<file path="config.mk">
export PLATFORM = sky130hd
export DESIGN_NAME = button_debounce_press_classifier
export DESIGN_NICKNAME = d
export VERILOG_FILES = /design/src/bdpc_pkg.sv /design/src/bdpc_tick.sv /design/src/button_debounce_press_classifier.sv
export SDC_FILE = /design/constraint.sdc
export NUM_CORES = 1
export LEC_CHECK = 0
export BUFFER_PORTS_ARGS = -buffer_cell sky130_fd_sc_hd__buf_2
export CAP_MARGIN = 25
export CORE_AREA = 3 3 145 147
export CTS_BUF_LIST = sky130_fd_sc_hd__clkbuf_8
export DETAILED_ROUTE_END_ITERATION = 10
export DIE_AREA = 0 0 148 150
export GPL_TIMING_DRIVEN = 1
export PLACE_DENSITY_LB_ADDON = 0.08
export SLEW_MARGIN = 0
export SYNTH_ARGS = -nofsm -noshare
export SYNTH_HDL_FRONTEND = slang
export SYNTH_SLANG_ARGS = --single-unit
</file>
<file path="constraint.sdc">
create_clock -name clk -period 6.9 [get_ports clk]
set_input_delay 0.345 -clock clk [delete_from_list [all_inputs] [get_ports clk]]
set_output_delay 0.345 -clock clk [all_outputs]
set_load 0.03 [all_outputs]
</file>
<file path="src/bdpc_pkg.sv">
package bdpc_pkg;

	localparam int TIME_BITS_DEF = 16;
	localparam int CFG_W         = 16;
	localparam int CFG_IDX_W     = 2;
	localparam int TALLY_W       = 4;

	localparam logic [CFG_W-1:0]   DEBOUNCE_RST = 16'd40;
	localparam logic [CFG_W-1:0]   DOUBLE_RST   = 16'd300;
	localparam logic [CFG_W-1:0]   LONG_RST     = 16'd1000;
	localparam logic [TALLY_W-1:0] TALLY_MAX    = 4'd15;

	typedef enum logic [CFG_IDX_W-1:0] {
		CFG_DEBOUNCE = 2'd0,
		CFG_DOUBLE   = 2'd1,
		CFG_LONG     = 2'd2
	} cfg_idx_t;

	typedef struct packed {
		logic [CFG_W-1:0] debounce_ms;
		logic [CFG_W-1:0] double_press_ms;
		logic [CFG_W-1:0] long_press_ms;
	} cfg_t;

	typedef struct packed {
		logic               pressed;
		logic               long_press;
		logic               double_press;
		logic               single_press;
		logic [TALLY_W-1:0] press_count;
	} res_t;

endpackage

</file>
<file path="src/bdpc_tick.sv">
module bdpc_tick #(
	parameter int TIME_BITS = bdpc_pkg::TIME_BITS_DEF
) (
	input  logic                         raw,
	input  bdpc_pkg::cfg_t               cfg,
	input  logic                         prev_raw,
	input  logic                         debounced,
	input  logic [TIME_BITS-1:0]         stable_ticks,
	input  logic [TIME_BITS-1:0]         since_ticks,
	input  logic [bdpc_pkg::TALLY_W-1:0] tally,
	output logic                         debounced_nxt,
	output logic [TIME_BITS-1:0]         stable_nxt,
	output logic [TIME_BITS-1:0]         since_nxt,
	output logic [bdpc_pkg::TALLY_W-1:0] tally_nxt,
	output bdpc_pkg::res_t               res
);

	// compare width covers both the counters and the 16-bit settings
	localparam int CMP_W = (TIME_BITS > bdpc_pkg::CFG_W) ? TIME_BITS : bdpc_pkg::CFG_W;

	logic [TIME_BITS-1:0]         stable_inc;
	logic [TIME_BITS-1:0]         since_inc;
	logic                         flip;
	logic                         new_press;
	logic [bdpc_pkg::TALLY_W-1:0] tally_mid;
	logic                         single;

	always_comb begin
		stable_inc = (&stable_ticks) ? stable_ticks : stable_ticks + 1'b1;
		since_inc  = (&since_ticks) ? since_ticks : since_ticks + 1'b1;

		stable_nxt = (raw != prev_raw) ? '0 : stable_inc;

		flip      = (CMP_W'(stable_nxt) > CMP_W'(cfg.debounce_ms)) && (raw != debounced);
		new_press = flip && raw;
		debounced_nxt = flip ? raw : debounced;

		tally_mid = tally;
		if (new_press) begin
			if (CMP_W'(since_inc) < CMP_W'(cfg.double_press_ms)) begin
				if (tally != bdpc_pkg::TALLY_MAX)
					tally_mid = tally + 1'b1;
			end else begin
				tally_mid = bdpc_pkg::TALLY_W'(1);
			end
		end
		since_nxt = new_press ? '0 : since_inc;

		// single press fires once the repeat window has run out
		single = (tally_mid == bdpc_pkg::TALLY_W'(1))
			&& (CMP_W'(since_nxt) >= CMP_W'(cfg.double_press_ms));
		tally_nxt = single ? '0 : tally_mid;

		res.pressed      = debounced_nxt;
		res.long_press   = debounced_nxt && (CMP_W'(since_nxt) > CMP_W'(cfg.long_press_ms));
		res.double_press = (tally_mid >= bdpc_pkg::TALLY_W'(2));
		res.single_press = single;
		res.press_count  = tally_nxt;
	end

endmodule

</file>
<file path="src/button_debounce_press_classifier.sv">
// Button debounce and press classifier.
// Input channel (in_valid/in_ready, raw_level): one transfer per millisecond
// tick carrying the sampled pin level. Output channel (out_valid/out_ready):
// exactly one result per input transfer with the debounced level, long,
// double and single press flags and the running press count.
// The result is registered at the edge that takes the input. Throughput is
// one tick per cycle while results drain; the tick logic is a few saturating
// increments and compares between the state registers and the result register.
// in_ready is high whenever the result register is empty or being drained,
// so a stalled receiver holds off new ticks only while its result waits.
// Configuration: cfg_we with cfg_index/cfg_data writes debounce time (0),
// double press window (1) or long press time (2); other indexes are ignored.
// Write only while idle.
// Reset: settings return to 40/300/1000, debounced level open, press count
// zero, time since last press saturated, result register empty.
module button_debounce_press_classifier #(
	parameter int TIME_BITS = bdpc_pkg::TIME_BITS_DEF
) (
	input  logic                           clk,
	input  logic                           arst_n,
	input  logic                           cfg_we,
	input  logic [bdpc_pkg::CFG_IDX_W-1:0] cfg_index,
	input  logic [bdpc_pkg::CFG_W-1:0]     cfg_data,
	input  logic                           in_valid,
	output logic                           in_ready,
	input  logic                           raw_level,
	output logic                           out_valid,
	input  logic                           out_ready,
	output logic                           pressed,
	output logic                           long_press,
	output logic                           double_press,
	output logic                           single_press,
	output logic [bdpc_pkg::TALLY_W-1:0]   press_count
);

	bdpc_pkg::cfg_t               cfg_q;
	logic                         prev_raw_q;
	logic                         debounced_q;
	logic [TIME_BITS-1:0]         stable_q;
	logic [TIME_BITS-1:0]         since_q;
	logic [bdpc_pkg::TALLY_W-1:0] tally_q;
	logic                         out_valid_q;
	bdpc_pkg::res_t               res_q;

	logic                         debounced_nxt;
	logic [TIME_BITS-1:0]         stable_nxt;
	logic [TIME_BITS-1:0]         since_nxt;
	logic [bdpc_pkg::TALLY_W-1:0] tally_nxt;
	bdpc_pkg::res_t               res_nxt;
	logic                         in_xfer;

	assign in_ready = !out_valid_q || out_ready;
	assign in_xfer  = in_valid && in_ready;

	always_ff @(posedge clk or negedge arst_n) begin
		if (!arst_n) begin
			cfg_q.debounce_ms     <= bdpc_pkg::DEBOUNCE_RST;
			cfg_q.double_press_ms <= bdpc_pkg::DOUBLE_RST;
			cfg_q.long_press_ms   <= bdpc_pkg::LONG_RST;
		end else if (cfg_we) begin
			case (cfg_index)
				bdpc_pkg::CFG_DEBOUNCE: cfg_q.debounce_ms     <= cfg_data;
				bdpc_pkg::CFG_DOUBLE:   cfg_q.double_press_ms <= cfg_data;
				bdpc_pkg::CFG_LONG:     cfg_q.long_press_ms   <= cfg_data;
				default: ;
			endcase
		end
	end

	bdpc_tick #(
		.TIME_BITS(TIME_BITS)
	) u_tick (
		.raw          (raw_level),
		.cfg          (cfg_q),
		.prev_raw     (prev_raw_q),
		.debounced    (debounced_q),
		.stable_ticks (stable_q),
		.since_ticks  (since_q),
		.tally        (tally_q),
		.debounced_nxt(debounced_nxt),
		.stable_nxt   (stable_nxt),
		.since_nxt    (since_nxt),
		.tally_nxt    (tally_nxt),
		.res          (res_nxt)
	);

	always_ff @(posedge clk or negedge arst_n) begin
		if (!arst_n) begin
			prev_raw_q  <= 1'b0;
			debounced_q <= 1'b0;
			stable_q    <= '0;
			since_q     <= '1;
			tally_q     <= '0;
			out_valid_q <= 1'b0;
		end else begin
			if (in_xfer) begin
				prev_raw_q  <= raw_level;
				debounced_q <= debounced_nxt;
				stable_q    <= stable_nxt;
				since_q     <= since_nxt;
				tally_q     <= tally_nxt;
				out_valid_q <= 1'b1;
			end else if (out_ready) begin
				out_valid_q <= 1'b0;
			end
		end
	end

	always_ff @(posedge clk) begin
		if (in_xfer)
			res_q <= res_nxt;
	end

	assign out_valid    = out_valid_q;
	assign pressed      = res_q.pressed;
	assign long_press   = res_q.long_press;
	assign double_press = res_q.double_press;
	assign single_press = res_q.single_press;
	assign press_count  = res_q.press_count;

endmodule

</file>
* After elaboration in Yosys (flattened, before gate mapping)
Cells that the tools add are included.
Word-level totals: input port bits 24, logic and storage cells 53, output and inout port bits 10, register bits after elaboration 95
Operators by class: multiplexer cells 11, add/sub/neg operators 3, eq/ne operators 6, magnitude comparators 5, reductions and logical operators 14
Operators by type and width (number):
- two-way mux 16 bit | 4
- adder 16 x 1 -> 16 bit (second input constant) | 2
- greater-than comparator 16 bit | 2
- AND reduction 16 bit | 2
- >= comparator 16 bit | 1
- less-than comparator 16 bit | 1
- two-way mux 4 bit | 4
- AND reduction 2 bit | 3
- logical AND 1 bit | 5
- adder 4 x 1 -> 4 bit (second input constant) | 1
- equality test 4 x 1 -> 1 bit (second input constant) | 1
- >= comparator 4 x 2 -> 1 bit (second input constant) | 1
- inequality test 4 bit (second input constant) | 1
- two-way mux 1 bit | 3
- equality test 2 x 1 -> 1 bit (second input constant) | 1
- equality test 2 bit (second input constant) | 1
- logical NOT 2 bit | 1
- inequality test 1 bit | 2
- nonzero test 2 bit | 1
- logical NOT 1 bit | 1
- logical OR 1 bit | 1

* Depth between registers and ports, before layout
depth after elaboration 10, mapped depth 26, mapped depth without buffers 24

* Hierarchy
From an unflattened synthesis, not the netlist that was laid out.
Unflattened totals: cell total of the unflattened synthesis 580, area total of the unflattened synthesis 6203.4 sq um
Modules (own cells, without submodules):
- button_debounce_press_classifier | seq. area each 2452.4 sq um, area an instance 3545.9 sq um, cells an instance 195, times used 1
- bdpc_tick | seq. area each 0.0 sq um, area an instance 2657.5 sq um, cells an instance 385, times used 1

* Least setup slack after synthesis
No wires, ideal clock.
path type reg2reg, start point reg stable_q[7], end point reg res_q, in the netlist single_press, data pin, data arrival time 4.870 ns, buffers on the path 3, cell stages (with the launch flop) 26, setup slack 1.769 ns, library setup time 0.261 ns, clock period less this slack 5.131 ns, required time 6.639 ns, path through dfrtp_1 > clkbuf_1 > nand4_1 > nor3_1 > nand2_1 > nand2_1 > nor2_1 > nand3_1 > xor2_1 > nor2_1 > ha_1 > nand4_1 > a2111oi_0 > and4bb_1 > nor2_1 > clkbuf_1 > clkbuf_1 > nor2_1 > ha_1 > a21oi_1 > o21ai_0 > a21oi_1 > o21ai_0 > a211oi_1 > a211oi_2 > nor2b_1
RTL lines:
- start: declaration | line button_debounce_press_classifier.sv:39 | logic [TIME_BITS-1:0] stable_q;
- start signal: assignment | line button_debounce_press_classifier.sv:99 | stable_q <= stable_nxt;
- end signal: assignment | line button_debounce_press_classifier.sv:111 | res_q <= res_nxt;
- end: declaration | line button_debounce_press_classifier.sv:43 | bdpc_pkg::res_t res_q;

==> results_dict.tcl <==
set metrics [dict create \
    status "finished clean" \
    ys_types 53 \
    hpwl_um 11800 \
    hold_class "input pin to register" \
    grt_util_all_layers_pct 14.5 \
    port-buffer-count 33 \
    core.rowCount 52 \
    die_x_um 148 \
    drtIter0Drc 176 \
    final.min_clock_period_ps 5750 \
    syn_inst 657 \
    wl_per_cell_um 15.9 \
    power_density_nw_per_um2 273 \
    holdCritStartpoint "in_valid" \
    placed_cells 947 \
    routabilityCongestion 0.785 \
    cts_tree "built" \
    nNetsFinal 777 \
    core_um2 20000 \
    synthXorXnorAreaFrac_pct 3.02 \
    crit_start "stable_q[3]$_DFFE_PN0P_" \
    slowest_delay_ps 560 \
    r2r_cells 21 \
    io-pin-count 34 \
    hold_depth 2 \
    path_clk_slew_ps 90 \
    worstMarginPinSlew_ps 906 \
    synth-main-ff-cell "dfrtp_1" \
    grt_pass1_wl_um 25400 \
    syn_area_um2 6100 \
    synth_edf_count 8 \
    report.final.slew_viol_count 0 \
    crit_path_end_kind "register" \
    crit_type "register to register" \
    via_count 4707 \
    drive_gt1_share_pct 18.3 \
    grt_max_degree 63 \
    postPlaceCellArea_um2 6580 \
    cp.buffers_inverters 0 \
    synth_fa_ha_area_share_pct 13.3 \
    worstReg2RegStart "stable_q[3]$_DFFE_PN0P_" \
    max-vdd-ir-drop_uv 101 \
    finClkSkew_ps 13.6 \
    antenna_cells 0 \
    yosysSeqAreaShare_pct 40.2 \
    dr.pass1.iters 4 \
    cp_slowest_cell "or4_1" \
    async_flop_share_pct 91.6 \
    cts_buffers 9 \
    ys_ff_latch 95 \
    cap_violations 0 \
    yosysWarnings 0 \
    required_ps 7030 \
    cp_cell_sequence "nand4_1 -> nor3_1 -> nand2_1 -> nand2_1 -> nor2_1 -> nand3_1 -> xor2_1 -> nor2_1 -> ha_1 -> nand4_1 -> or4_1 -> nand3b_1 -> nor2_2 -> a211oi_1 -> ha_1 -> a21o_1 -> a21oi_1 -> o21ai_0 -> a211oi_1 -> a211oi_2 -> nor2b_1" \
    syn2layout_area_growth_pct 12.3 \
    critPathTopFamily "simple AND/OR/NAND/NOR gates" \
    worstPathArrival_ps 5890 \
    fin_cells 964 \
    antenna_found_initial 0 \
    p_seq_share_pct 41.1 \
    routed_wl_um 15400 \
    clockPowerShare_pct 25.9 \
    hold_viol 0 \
    crit_cells 21 \
    synth-simple-area-share_pct 17.9 \
    cts_sinks 95 \
    grt_pass1_vias 4857 \
    crit_path_max_fanout 13 \
    intPower_uw 1220 \
    swShare_pct 34.6 \
    drc 0 \
    clockRootBuffer "clkbuf_8" \
    synth_top_family_by_area "simple AND/OR/NAND/NOR gates" \
    ant_nets 0 \
    setup_viol_count_final 0 \
    die_area_um2 22200 \
    final_common_cell "nand2_1" \
    overflow 0 \
    finalInstanceArea_um2 6850 \
    clock_latency_ps 390 \
    viasPerCell 4.88 \
    rsz0062_at_grt "false" \
    p_leak_uw 0.00316 \
    synth-compound-area-share_pct 13.0 \
    avgSynthCellArea_um2 9.28 \
    start_util_pct 30.4 \
    cts_max_level 3 \
    synth.area.mux_share_pct 7.82 \
    slew_headroom_pct 39.4 \
    synth_nets 745 \
    period_share_pct 83.4 \
    pwr-share-comb_pct 33.0 \
    finalSetupTns_ps 0 \
    critPathLaunchType "register" \
    timing.fmax_mhz 174 \
    layout_common_cells "nand2_1 (84), ha_1 (64), inv_1 (61)" \
    power.switching_uw 645 \
    die_h_um 150 \
    finalPower_uw 1870 \
    ctsLongestPathBuffers 2 \
]
==> path summary, 6_finish.rpt <==
| check | end | slack (ps) |
|---|---|---|
| max in group asynchronous | cfg_q[2]$_DFFE_PN0P_ | 5350 |
| hold reg to reg | since_q[8]$_DFFE_PN1P_ | 490 |
| hold / removal | out_valid$_DFFE_PN0P_ | 160 |
| setup / recovery | single_press$_DFFE_PP_ | 1150 |
| min in group asynchronous | cfg_q[23]$_DFFE_PN0P_ | 420 |
| setup reg to reg | single_press$_DFFE_PP_ | 1150 |
==> Yosys cell counts, types with 2 or more instances <==
master | instances | share of area [%]
a211oi_1 | 8 | 0.98
inv_1 | 58 | 3.6
a21o_1 | 2 | 0.25
xnor2_1 | 9 | 1.3
edfxtp_1 | 8 | 3.9
a22o_1 | 5 | 0.72
nor2_1 | 46 | 2.8
and4_1 | 4 | 0.57
dfstp_2 | 28 | 12
a31oi_1 | 2 | 0.21
nand2_1 | 84 | 5.2
o211ai_1 | 2 | 0.25
clkbuf_1 | 16 | 0.98
dfrtp_1 | 59 | 24
a21oi_1 | 40 | 3.3
o31ai_1 | 11 | 1.4
ha_1 | 64 | 13
xor2_1 | 12 | 1.7
nand4_1 | 20 | 2.1
nor3_1 | 15 | 1.2
nor3b_1 | 2 | 0.25
mux2_2 | 37 | 6.8
nand3_1 | 15 | 1.2
nand2b_1 | 8 | 0.82
buf_2 | 2 | 0.16
o21a_1 | 4 | 0.49
and3_1 | 6 | 0.62
mux2i_1 | 6 | 0.98
nand3b_1 | 4 | 0.49
o21ai_0 | 47 | 3.9
nor2b_1 | 11 | 1.1
==> per-layer routing <==
layer	global-route usage [%]	share of wire, %
met1	19.0	48
met2	24.6	49
met3	2.03	2.0
met4	5.45	1.7
met5	0	0
==> through the flow <==
stage | hold WS [ps] | util [%] | setup WS [ps]
2_1_floorplan | 49.4 | - | 1770
3_5_place_dp | 302 | 32.8 | 1170
3_3_place_gp | 300 | 32.8 | 1330
6_report | 160 | 34.2 | 1150
5_1_grt | 159 | 34.2 | 605
4_1_cts | 138 | 34.2 | 1140
==> flip-flops by register name, summed over array words and instances, names as in the netlist <==
register and flops:
cfg_q 48, debounced_q 1, double_press 1, long_press 1, out_valid 1, press_count 4, pressed 1, prev_raw_q 1
since_q 16, single_press 1, stable_q 16, tally_q 4
==> kinds of logic (layout without fill, tap and decap cells) <==
logic type | Yosys count | in the layout
xor+xnor | 21 | 21
fa+ha+maj | 65 | 65
simple gates | 225 | 225
compound gates | 131 | 131
mux | 43 | 43
flops | 95 | 95
buf+inv | 77 | 114
==> power by group through the flow <==
| stage | combinational [uW] | sequential (uW) | clock, uW |
|---|---|---|---|
| 3_3_place_gp | 612 | 778 | 0 |
| 2_1_floorplan | 450 | 764 | 0 |
| 4_1_cts | 628 | 769 | 501 |
| 3_5_place_dp | 624 | 780 | 0 |
| 6_report | 616 | 768 | 483 |
| 5_1_grt | 718 | 784 | 525 |
==> area by class of cell <==
class | count | area, um^2
Sequential cell | 95 | 2450
Fill cell | 2104 | 13200
Timing Repair Buffer | 40 | 223
Inverter | 58 | 218
Tap cell | 270 | 338
Multi-Input combinational cell | 485 | 3360
Clock inverter | 7 | 131
Clock buffer | 9 | 124
==> timing repair <==
item,CTS,global route
hold buffers,1,0
buffers inserted,0,0
endpoints found under the hold margin,8,0
gates resized for setup,0,0
Note: power is estimated with default switching activity, not from simulation.
